===== config.mk =====
export PLATFORM = sky130hd
export DESIGN_NAME = static_linked_list_engine
export DESIGN_NICKNAME = d
export VERILOG_FILES = /design/src/hw/rtl/sll_pkg.sv /design/src/hw/rtl/static_linked_list_engine.sv /design/src/hw/rtl/sll_store.sv /design/src/hw/rtl/sll_ctrl.sv
export SDC_FILE = /design/constraint.sdc
export NUM_CORES = 2
export LEC_CHECK = 0
export BUFFER_PORTS_ARGS = -buffer_cell sky130_fd_sc_hd__buf_2
export CORE_MARGIN = 10
export CORE_UTILIZATION = 40
export CTS_CLUSTER_DIAMETER = 50
export DETAILED_ROUTE_END_ITERATION = 6
export GPL_TIMING_DRIVEN = 1
export PLACE_DENSITY = 0.62
export SYNTH_ARGS = -nofsm -noshare
export SYNTH_HDL_FRONTEND = slang
export SYNTH_SLANG_ARGS = --single-unit

===== constraint.sdc =====
create_clock -name clk -period 5.6 [get_ports clk]
set_clock_uncertainty 0.2 [all_clocks]
set_input_delay 1.12 -clock clk [delete_from_list [all_inputs] [get_ports clk]]
set_output_delay 1.12 -clock clk [all_outputs]
set_load 0.01 [all_outputs]

===== src/hw/rtl/sll_pkg.sv =====
// Shared types and constants for the static linked list engine.
package sll_pkg;

    localparam int LINK_W    = 7;
    localparam int VALUE_W   = 32;
    localparam int REQ_W     = 2;
    localparam int STATUS_W  = 3;
    localparam int DEPTH_DEF = 64;

    localparam logic [LINK_W-1:0] NULL_LINK = 7'd127;

    typedef enum logic [REQ_W-1:0] {
        REQ_INS_HEAD  = 2'd0,
        REQ_INS_AFTER = 2'd1,
        REQ_DELETE    = 2'd2,
        REQ_READ      = 2'd3
    } req_t;

    typedef enum logic [STATUS_W-1:0] {
        ST_OK      = 3'd0,
        ST_FULL    = 3'd1,
        ST_UNKNOWN = 3'd2,
        ST_NOTHING = 3'd3,
        ST_EMPTY   = 3'd4
    } status_t;

    typedef enum logic [2:0] {
        S_IDLE,
        S_INS_LINK,
        S_INS_FIX,
        S_HEAD_DEL,
        S_DEL_VICTIM,
        S_DEL_FIX,
        S_WALK
    } state_t;

    typedef struct packed {
        logic               rd_en;
        logic [LINK_W-1:0]  rd_addr;
        logic               val_we;
        logic               nxt_we;
        logic [LINK_W-1:0]  wr_addr;
        logic [VALUE_W-1:0] wr_value;
        logic [LINK_W-1:0]  wr_next;
    } mem_req_t;

    typedef struct packed {
        logic [VALUE_W-1:0] rd_value;
        logic [LINK_W-1:0]  rd_next;
    } mem_rsp_t;

endpackage


===== src/hw/rtl/static_linked_list_engine.sv =====
// Top level of the static linked list engine.
// A request is taken when start is high and busy is low. Inserting at the head,
// and any request that is refused on its node number or on the fill of the
// store, gives its item in the following cycle with busy staying low. Inserting
// after a node passes through the link and fix states, and deleting through the
// head-delete or the victim and fix states, as store reads are registered and
// the next-link memory has a single write port; a deletion after the tail is
// only found once the reference node has been read, so its status is set in the
// victim state. Reading out gives one item per cycle, one per node from head to
// tail, once the first memory read returns. Items appear for one cycle under
// strobe and cannot be held off, so the receiver must take them as they come.
// Node slots are never reused; after DEPTH insertions the store reports full.
module static_linked_list_engine #(
    parameter int DEPTH = sll_pkg::DEPTH_DEF
) (
    input  logic                               clk,
    input  logic                               rst_n,
    input  logic                               start,
    output logic                               busy,
    input  logic [sll_pkg::REQ_W-1:0]          req_type,
    input  logic [sll_pkg::LINK_W-1:0]         node_number,
    input  logic signed [sll_pkg::VALUE_W-1:0] value,
    output logic                               strobe,
    output logic signed [sll_pkg::VALUE_W-1:0] value_out,
    output logic [sll_pkg::STATUS_W-1:0]       status,
    output logic                               last
);
    import sll_pkg::*;

    mem_req_t mem_req;
    mem_rsp_t mem_rsp;

    sll_ctrl #(
        .DEPTH(DEPTH)
    ) u_ctrl (
        .clk         (clk),
        .rst_n       (rst_n),
        .start       (start),
        .busy        (busy),
        .req_type    (req_type),
        .node_number (node_number),
        .value       (value),
        .strobe      (strobe),
        .value_out   (value_out),
        .status      (status),
        .last        (last),
        .mem_req     (mem_req),
        .mem_rsp     (mem_rsp)
    );

    sll_store #(
        .DEPTH(DEPTH)
    ) u_store (
        .clk (clk),
        .req (mem_req),
        .rsp (mem_rsp)
    );

endmodule


===== src/hw/rtl/sll_store.sv =====
// Value and next-link memories of the linked list, with registered read data.
module sll_store #(
    parameter int DEPTH = sll_pkg::DEPTH_DEF
) (
    input  logic              clk,
    input  sll_pkg::mem_req_t req,
    output sll_pkg::mem_rsp_t rsp
);
    import sll_pkg::*;

    localparam int AW = (DEPTH > 1) ? $clog2(DEPTH) : 1;

    logic [VALUE_W-1:0] value_mem [DEPTH];
    logic [LINK_W-1:0]  next_mem  [DEPTH];
    mem_rsp_t           rsp_reg;

    always_ff @(posedge clk)
    begin
        if (req.val_we)
        begin
            value_mem[req.wr_addr[AW-1:0]] <= req.wr_value;
        end
        if (req.nxt_we)
        begin
            next_mem[req.wr_addr[AW-1:0]] <= req.wr_next;
        end
    end

    always_ff @(posedge clk)
    begin
        if (req.rd_en)
        begin
            rsp_reg.rd_value <= value_mem[req.rd_addr[AW-1:0]];
            rsp_reg.rd_next  <= next_mem[req.rd_addr[AW-1:0]];
        end
    end

    assign rsp = rsp_reg;

endmodule


===== src/hw/rtl/sll_ctrl.sv =====
// Request sequencer: head pointer, slot count, list updates and the read-out walk.
module sll_ctrl #(
    parameter int DEPTH = sll_pkg::DEPTH_DEF
) (
    input  logic                              clk,
    input  logic                              rst_n,
    input  logic                              start,
    output logic                              busy,
    input  logic [sll_pkg::REQ_W-1:0]         req_type,
    input  logic [sll_pkg::LINK_W-1:0]        node_number,
    input  logic signed [sll_pkg::VALUE_W-1:0] value,
    output logic                              strobe,
    output logic signed [sll_pkg::VALUE_W-1:0] value_out,
    output logic [sll_pkg::STATUS_W-1:0]      status,
    output logic                              last,
    output sll_pkg::mem_req_t                 mem_req,
    input  sll_pkg::mem_rsp_t                 mem_rsp
);
    import sll_pkg::*;

    localparam logic [LINK_W-1:0] DEPTH_L = LINK_W'(DEPTH);
    localparam logic [LINK_W-1:0] WALK_MAX = LINK_W'(DEPTH - 1);

    state_t              state_reg, state_next;
    logic [LINK_W-1:0]   head_reg, head_next;
    logic [LINK_W-1:0]   used_reg, used_next;
    logic [LINK_W-1:0]   cnt_reg, cnt_next;
    logic [LINK_W-1:0]   ref_reg, ref_next;
    logic [VALUE_W-1:0]  val_reg, val_next;
    logic                strobe_reg, strobe_next;
    logic [VALUE_W-1:0]  vout_reg, vout_next;
    status_t             status_reg, status_next;
    logic                last_reg, last_next;

    logic accept;
    logic store_full;
    logic k_bad;
    logic k_zero;
    logic head_valid;
    logic rd_link_valid;
    logic walk_end;

    assign busy          = (state_reg != S_IDLE);
    assign accept        = start && !busy;
    assign store_full    = (used_reg >= DEPTH_L);
    assign k_zero        = (node_number == '0);
    assign k_bad         = k_zero || (node_number > used_reg);
    assign head_valid    = (head_reg < DEPTH_L);
    assign rd_link_valid = (mem_rsp.rd_next < DEPTH_L);
    assign walk_end      = !rd_link_valid || (cnt_reg == WALK_MAX);

    always_comb
    begin
        state_next = state_reg;
        unique case (state_reg)
            S_IDLE:
            begin
                if (accept)
                begin
                    unique case (req_t'(req_type))
                        REQ_INS_HEAD:  state_next = S_IDLE;
                        REQ_INS_AFTER: state_next = (k_bad || store_full) ? S_IDLE : S_INS_LINK;
                        REQ_DELETE:
                        begin
                            if (k_zero)
                            begin
                                state_next = head_valid ? S_HEAD_DEL : S_IDLE;
                            end
                            else
                            begin
                                state_next = k_bad ? S_IDLE : S_DEL_VICTIM;
                            end
                        end
                        REQ_READ:      state_next = head_valid ? S_WALK : S_IDLE;
                        default:       state_next = S_IDLE;
                    endcase
                end
            end
            S_INS_LINK:   state_next = S_INS_FIX;
            S_INS_FIX:    state_next = S_IDLE;
            S_HEAD_DEL:   state_next = S_IDLE;
            S_DEL_VICTIM: state_next = rd_link_valid ? S_DEL_FIX : S_IDLE;
            S_DEL_FIX:    state_next = S_IDLE;
            S_WALK:       state_next = walk_end ? S_IDLE : S_WALK;
            default:      state_next = S_IDLE;
        endcase
    end

    always_comb
    begin
        mem_req     = '0;
        head_next   = head_reg;
        used_next   = used_reg;
        cnt_next    = cnt_reg;
        ref_next    = ref_reg;
        val_next    = val_reg;
        strobe_next = 1'b0;
        vout_next   = '0;
        status_next = ST_OK;
        last_next   = 1'b1;
        unique case (state_reg)
            S_IDLE:
            begin
                if (accept)
                begin
                    ref_next = node_number - LINK_W'(1);
                    val_next = value;
                    cnt_next = '0;
                    unique case (req_t'(req_type))
                        REQ_INS_HEAD:
                        begin
                            strobe_next = 1'b1;
                            if (store_full)
                            begin
                                status_next = ST_FULL;
                            end
                            else
                            begin
                                mem_req.val_we   = 1'b1;
                                mem_req.nxt_we   = 1'b1;
                                mem_req.wr_addr  = used_reg;
                                mem_req.wr_value = value;
                                mem_req.wr_next  = head_reg;
                                head_next        = used_reg;
                                used_next        = used_reg + LINK_W'(1);
                            end
                        end
                        REQ_INS_AFTER:
                        begin
                            if (k_bad)
                            begin
                                strobe_next = 1'b1;
                                status_next = ST_UNKNOWN;
                            end
                            else if (store_full)
                            begin
                                strobe_next = 1'b1;
                                status_next = ST_FULL;
                            end
                            else
                            begin
                                mem_req.rd_en   = 1'b1;
                                mem_req.rd_addr = node_number - LINK_W'(1);
                            end
                        end
                        REQ_DELETE:
                        begin
                            if (k_zero)
                            begin
                                if (head_valid)
                                begin
                                    mem_req.rd_en   = 1'b1;
                                    mem_req.rd_addr = head_reg;
                                end
                                else
                                begin
                                    strobe_next = 1'b1;
                                    status_next = ST_NOTHING;
                                end
                            end
                            else if (k_bad)
                            begin
                                strobe_next = 1'b1;
                                status_next = ST_UNKNOWN;
                            end
                            else
                            begin
                                mem_req.rd_en   = 1'b1;
                                mem_req.rd_addr = node_number - LINK_W'(1);
                            end
                        end
                        REQ_READ:
                        begin
                            if (head_valid)
                            begin
                                mem_req.rd_en   = 1'b1;
                                mem_req.rd_addr = head_reg;
                            end
                            else
                            begin
                                strobe_next = 1'b1;
                                status_next = ST_EMPTY;
                            end
                        end
                        default:
                        begin
                            strobe_next = 1'b0;
                        end
                    endcase
                end
            end
            S_INS_LINK:
            begin
                mem_req.val_we   = 1'b1;
                mem_req.nxt_we   = 1'b1;
                mem_req.wr_addr  = used_reg;
                mem_req.wr_value = val_reg;
                mem_req.wr_next  = mem_rsp.rd_next;
            end
            S_INS_FIX:
            begin
                mem_req.nxt_we  = 1'b1;
                mem_req.wr_addr = ref_reg;
                mem_req.wr_next = used_reg;
                used_next       = used_reg + LINK_W'(1);
                strobe_next     = 1'b1;
            end
            S_HEAD_DEL:
            begin
                head_next   = mem_rsp.rd_next;
                strobe_next = 1'b1;
            end
            S_DEL_VICTIM:
            begin
                if (rd_link_valid)
                begin
                    mem_req.rd_en   = 1'b1;
                    mem_req.rd_addr = mem_rsp.rd_next;
                end
                else
                begin
                    strobe_next = 1'b1;
                    status_next = ST_NOTHING;
                end
            end
            S_DEL_FIX:
            begin
                mem_req.nxt_we  = 1'b1;
                mem_req.wr_addr = ref_reg;
                mem_req.wr_next = mem_rsp.rd_next;
                strobe_next     = 1'b1;
            end
            S_WALK:
            begin
                strobe_next = 1'b1;
                vout_next   = mem_rsp.rd_value;
                last_next   = walk_end;
                cnt_next    = cnt_reg + LINK_W'(1);
                if (!walk_end)
                begin
                    mem_req.rd_en   = 1'b1;
                    mem_req.rd_addr = mem_rsp.rd_next;
                end
            end
            default:
            begin
                strobe_next = 1'b0;
            end
        endcase
    end

    always_ff @(posedge clk or negedge rst_n)
    begin
        if (!rst_n)
        begin
            state_reg  <= S_IDLE;
            head_reg   <= NULL_LINK;
            used_reg   <= '0;
            cnt_reg    <= '0;
            strobe_reg <= 1'b0;
        end
        else
        begin
            state_reg  <= state_next;
            head_reg   <= head_next;
            used_reg   <= used_next;
            cnt_reg    <= cnt_next;
            strobe_reg <= strobe_next;
        end
    end

    always_ff @(posedge clk)
    begin
        ref_reg    <= ref_next;
        val_reg    <= val_next;
        vout_reg   <= vout_next;
        status_reg <= status_next;
        last_reg   <= last_next;
    end

    assign strobe    = strobe_reg;
    assign value_out = vout_reg;
    assign status    = status_reg;
    assign last      = last_reg;

endmodule

After elaboration in Yosys (flattened, before gate mapping)
Memory sizes are Yosys's and may differ from the RTL's. A register that Yosys moved wholly into a read port is not among the register bits. Cells that the tools add are included.

Equality and inequality tests: 13. Muxes and demuxes: 59. Reductions and logical operators: 20. Add/subtract/negate cells: 3. Magnitude comparators: 4.

Operators with widths (number): 48-bit 2-to-1 mux (2); 8-bit case mux with 3 select lines (3); 32-bit case mux with 2 select lines (1); 56-bit 2-to-1 mux (1); 8-bit 2-to-1 mux (7); 7-bit 2-to-1 mux (7); 7-bit case mux with 2 select lines (3); 3-bit case mux with 4 select lines (3); 3-bit 2-to-1 mux (9); 7-bit case mux with 3 select lines (1); 7-bit by 1-bit adder with 7-bit output, second input constant (2); 7-bit less-than comparator, second input constant (2); 1-bit 2-to-1 mux (13); 2-bit 2-to-1 mux (5); 3-bit equality test, second input constant (3); 4-bit AND reduction (2); 7-bit by 6-bit equality test with 1-bit output, second input constant (1); 7-bit greater-or-equal comparator, second input constant (1); 7-bit greater-than comparator (1); 7-bit logical NOT (1); 7-bit by 1-bit subtractor with 7-bit output, second input constant (1); 3-bit by 2-bit equality test with 1-bit output, second input constant (2); 3-bit case mux with 2 select lines (1); 2-bit nonzero test (3); other kinds (17) (24).

Output and inout port bits: 38. Bits in registers: 100. Memory bits (writable): 2496. Memories kept: 2. Input bits: 44.

Memory list: u_store.value_mem (words 64, width 32, read ports 1, clocked after Yosys merged registers in 1, wr ports 1, line sll_store.sv:13) `logic [VALUE_W-1:0] value_mem [DEPTH];`; u_store.next_mem (words 64, width 7, read ports 1, clocked after Yosys merged registers in 1, wr ports 1, line sll_store.sv:14) `logic [LINK_W-1:0] next_mem [DEPTH];`.

Depth between registers and ports, before layout
Depth after elaboration: 9. Mapped depth: 18. Mapped depth without buffers: 12.

Modules after synthesis
A second synthesis with hierarchy kept.

Cell total of the unflattened synthesis: 4523. Area total of the unflattened synthesis: 101352.2 um^2.

Modules (own cells, without submodules): sll_store (cells an instance 4108, instances 1, sequential area each 76123.0 um^2, area each 96772.8 um^2); sll_ctrl (cells an instance 415, instances 1, sequential area each 2526.2 um^2, area each 4579.4 um^2).

Least setup slack after synthesis
Ideal clock, no wire load.

Kind: input -> register. From: in node_number[2] (netlist name). To: reg u_store.rsp[0] (netlist name). Arrival time: 5502 ps. Path buffers: 0. Data required time: 4906 ps. Stages: 8. Slack: -597 ps. Cells stage by stage: ha_1 a21oi_1 a21oi_1 o22ai_2 nand2_1 o31ai_1 a22oi_1 o31ai_1.

RTL lines: from (decl) (line static_linked_list_engine.sv:21) `input logic [sll_pkg::LINK_W-1:0] node_number,`.

Worst setup path after layout
From: reg u_ctrl.used_reg[1]. To: reg u_store.rsp[10] (netlist name).

Cells in the longest elaborated chain, start to end: 7.

Ends and longest elaborated chain: from (decl) (line sll_ctrl.sv:26) `logic [LINK_W-1:0] used_reg, used_next;`; from (signal assigned) (line sll_ctrl.sv:266) `used_reg <= used_next;`; 7-bit greater-than comparator (line sll_ctrl.sv:47) `assign k_bad = k_zero || (node_number > used_reg);`; 1-bit logical OR (line sll_ctrl.sv:47); 8-bit 2-to-1 mux (line sll_ctrl.sv:161) `else if (k_bad)`; 8-bit 2-to-1 mux (line sll_ctrl.sv:148) `if (k_zero)`; 8-bit case mux with 3 select lines * (line sll_ctrl.sv:109) `unique case (req_t'(req_type))`; 56-bit 2-to-1 mux * (line sll_ctrl.sv:104) `if (accept)`; 8-bit case mux with 3 select lines * (line sll_ctrl.sv:101) `unique case (state_reg)`.

Mark *: on every way between the ends. The rest lies on a longest branch, timed or not. A chain may end at the register's enable or synchronous reset.

==> results.yml <==
status:
  outcome: "finished, violations left"
  violations: "design-rule violations"
clock_network:
  cts_tree: "yes"
  cts_setup_buffers: 0
  cts_num_sinks: 2634
  clock_path_buffers: 4
  clk_latency_ns: 0.92
  hold_buffers: 1
  cts_resized: 0
  cts_made_buffers: 296
  htreeDepth: 5
  path_clk_slew_ns: 0.06
  clockRootBuffer: "clkbuf_16"
setup_path:
  worst_path_dominant_cell_family: "compound AO/OA/AOI/OAI gates"
  critPathMaxFanout: 30
  crit_top_cell: "buf_12"
  crit_chain: "inv_1 > ha_1 > nand3b_1 > a21oi_1 > o22ai_2 > a21oi_4 > buf_12 > buf_12 > buf_4 > mux2i_1 > a211oi_1 > nor4_1 > nand4_1"
  end_kind: "flop"
  crit_type: "reg2reg"
  max_stage_delay_ns: 0.95
  worstPathArrival_ns: 5.75
  slowest_stage: "a21oi_4"
  cp.required_ns: 6.03
  worstSetupStartpointType: "flop"
  critPathBufInv: 4
floorplan:
  rows: 186
  start_util_pct: 40.2
  die_area_um2: 279000
  ios: 82
  die_w_um: 529
  core_area_um2: 257000
  dieHeight_um: 529
finish:
  final_cell_count_no_fill: 11200
  filler_cell_count: 22000
  area_growth_pct: 16.3
  largest_register_ffs: 2048
  layout-drive-gt1-share_pct: 14.9
  multi_input_area_um2: 23300
  regArea_um2: 78600
  num-nets-final: 7678
  final_core_util_pct: 46.8
hold_path:
  hold_class: "in2reg"
routing:
  viasPerCell: 5.87
  drtIter0Drc: 9469
  antenna_left: 0
  dr.pass1.iters: 7
  route.vias.total: 65800
  drc_errors: 2
  wirelength_um: 315000
  wl_per_cell_um: 28.1
sta:
  slew_violations: 0
  slew_headroom_pct: 17.1
  finalHoldViolations: 0
  fin_crit_ns: 5.32
  grt_setup_unrepaired: "no"
  setup_viol: 0
  period_share_pct: 95.1
  worst_slew_pin_slew_ns: 1.23
  fin_ws_ns: 0.276
  finalSetupTns_ns: 0
  clock.fmax_ghz: 0.188
global_route:
  track_usage_pct: 21.8
  grt_max_degree: 119
  antenna_found_initial: 9
  gr-total-overflow: 0
  grt_pass1_vias: 62800
  grt_pass1_wl_um: 451000
place:
  routabilityCongestion: 0.890
  port_buffers: 81
  dp_slack_ns: -0.280
  dp.cells: 10700
  dp_hpwl_um: 190000
synthesis:
  synth_ff_type: "edfxtp_1"
  synth_edf_count: 2573
  ys_warn_count: 0
  synth_cells: 7275
  syn_area_per_cell_um2: 14.2
  syn-num-nets: 7331
  synth_cell_types: 79
  syn_area_um2: 103000
  synth-seq-cells: 2634
  ys_seq_area_share_pct: 76.0
  synth-async-reset-ratio_pct: 0.949
pwr:
  vdd_ir_drop_max_mv: 0.392
  leakage_uw: 0.0412
  power.density_nw_per_um2: 444
flow_run:
  drv_cap: 0
==> metrics by stage <==
step,power (uW),instance area [um^2],hold slack [ns]
after floorplan,30200,103000,0.220
after global placement,35100,111000,0.270
after detailed placement,35300,111000,0.255
after CTS,53600,120000,0.139
after global routing,55200,120000,0.155
final,53400,120000,0.191
==> cell type report <==
class	count	share of cell area, %
multi-input cells	4159	19.3
inverters	22	0.0697
flip-flops and latches	2634	65.4
clock inverters	136	1.04
diodes	4	0.00832
clock buffers	367	6.52
well taps	3384	3.52
repair buffers	509	4.13
==> where the power goes <==
group / internal (uW) / total, uW / switching, uW
Sequential: 23100 / 23500 / 339
Combinational: 3480 / 11500 / 8030
Clock: 10800 / 18500 / 7640
==> synthesized netlist by cell type, drive strengths merged (5+ instances only) <==
cell type  instances  area, um^2
edfxtp          2573       77300
nand2           1737        6520
nand3            901        4510
buf              304        1580
a21oi            262        1320
nor2             205         798
clkbuf           156         586
and3             130         813
a22oi            123         923
mux4             108        2430
a31oi            104         657
mux2i             91         911
nand4             79         494
a211oi            60         450
o21ai             48         240
a22o              40         350
and2              37         231
dfxtp             36         721
a21o              34         255
a221oi            29         279
nor3              23         125
inv               21        78.8
dfrtp             18         450
nor4              14         100
or4               14         105
ha                12         150
xnor2              9        78.8
nand2b             8        50.1
o31ai              8        73.8
a222oi             7        70.1
a32oi              7        61.3
dfstp              7         184
or3                7        43.8
nand3b             5        37.5
o22ai              5        37.5
or2                5        31.3
==> cell families (layout without fill, tap and decap cells) <==
kind of cell / count (synthesis) / count (layout) / share of synthesized area (%)
AOI/OAI and AO/OA: 758 / 758 / 4.84
xor gates and xnor gates: 12 / 12 / 0.102
adders and majority gates: 12 / 12 / 0.145
buffers and inverters: 482 / 1034 / 2.17
DFF: 2634 / 2634 / 76.0
muxes: 200 / 200 / 3.24
other: 0 / 4 / 0
and+or+nand+nor: 3177 / 3177 / 13.5
==> worst paths after layout <==
| kind | from | to | slack [ns] | depth (start not counted) |
|---|---|---|---|---|
| max in group asynchronous | rst_n | u_ctrl.state_reg[0] | 4.23 | 2 |
| worst min-delay path | value[18] | u_ctrl.val_reg[18] | 0.19 | 1 |
| worst min register to register | u_store.rsp[20] | u_ctrl.value_out[13] | 0.26 | 1 |
| min in group asynchronous | rst_n | u_ctrl.used_reg[2] | 0.56 | 2 |
| worst max register to register | u_ctrl.used_reg[1] | u_store.rsp[10] | 0.28 | 13 |
| worst max-delay path | u_ctrl.used_reg[1] | u_store.rsp[10] | 0.28 | 13 |
==> placed cells by master (no fill, tap or decap), types with 69 or more instances in the layout <==
cell type,synthesis,layout
mux4_2,108,108
buf_12,0,108
buf_4,32,319
nand4_1,79,79
and3_1,130,129
a22oi_1,123,123
a21oi_1,259,259
clkbuf_16,0,301
edfxtp_1,2573,2573
mux2i_1,91,91
nand3_1,901,901
nor2_1,201,128
nand2_1,1737,1737
a31oi_1,103,102
buf_2,209,81
nor2_4,1,69
==> per-layer routing <==
metal  share of wire (%)  global-route usage (%)  wire (um)
met1                  40                    30.4     125000
met2                  45                    33.6     143000
met3                  10                    4.23      32600
met4                 4.3                    8.50      13600
met5              0.0064                       0         20
Power figures use the tool's default switching activity.
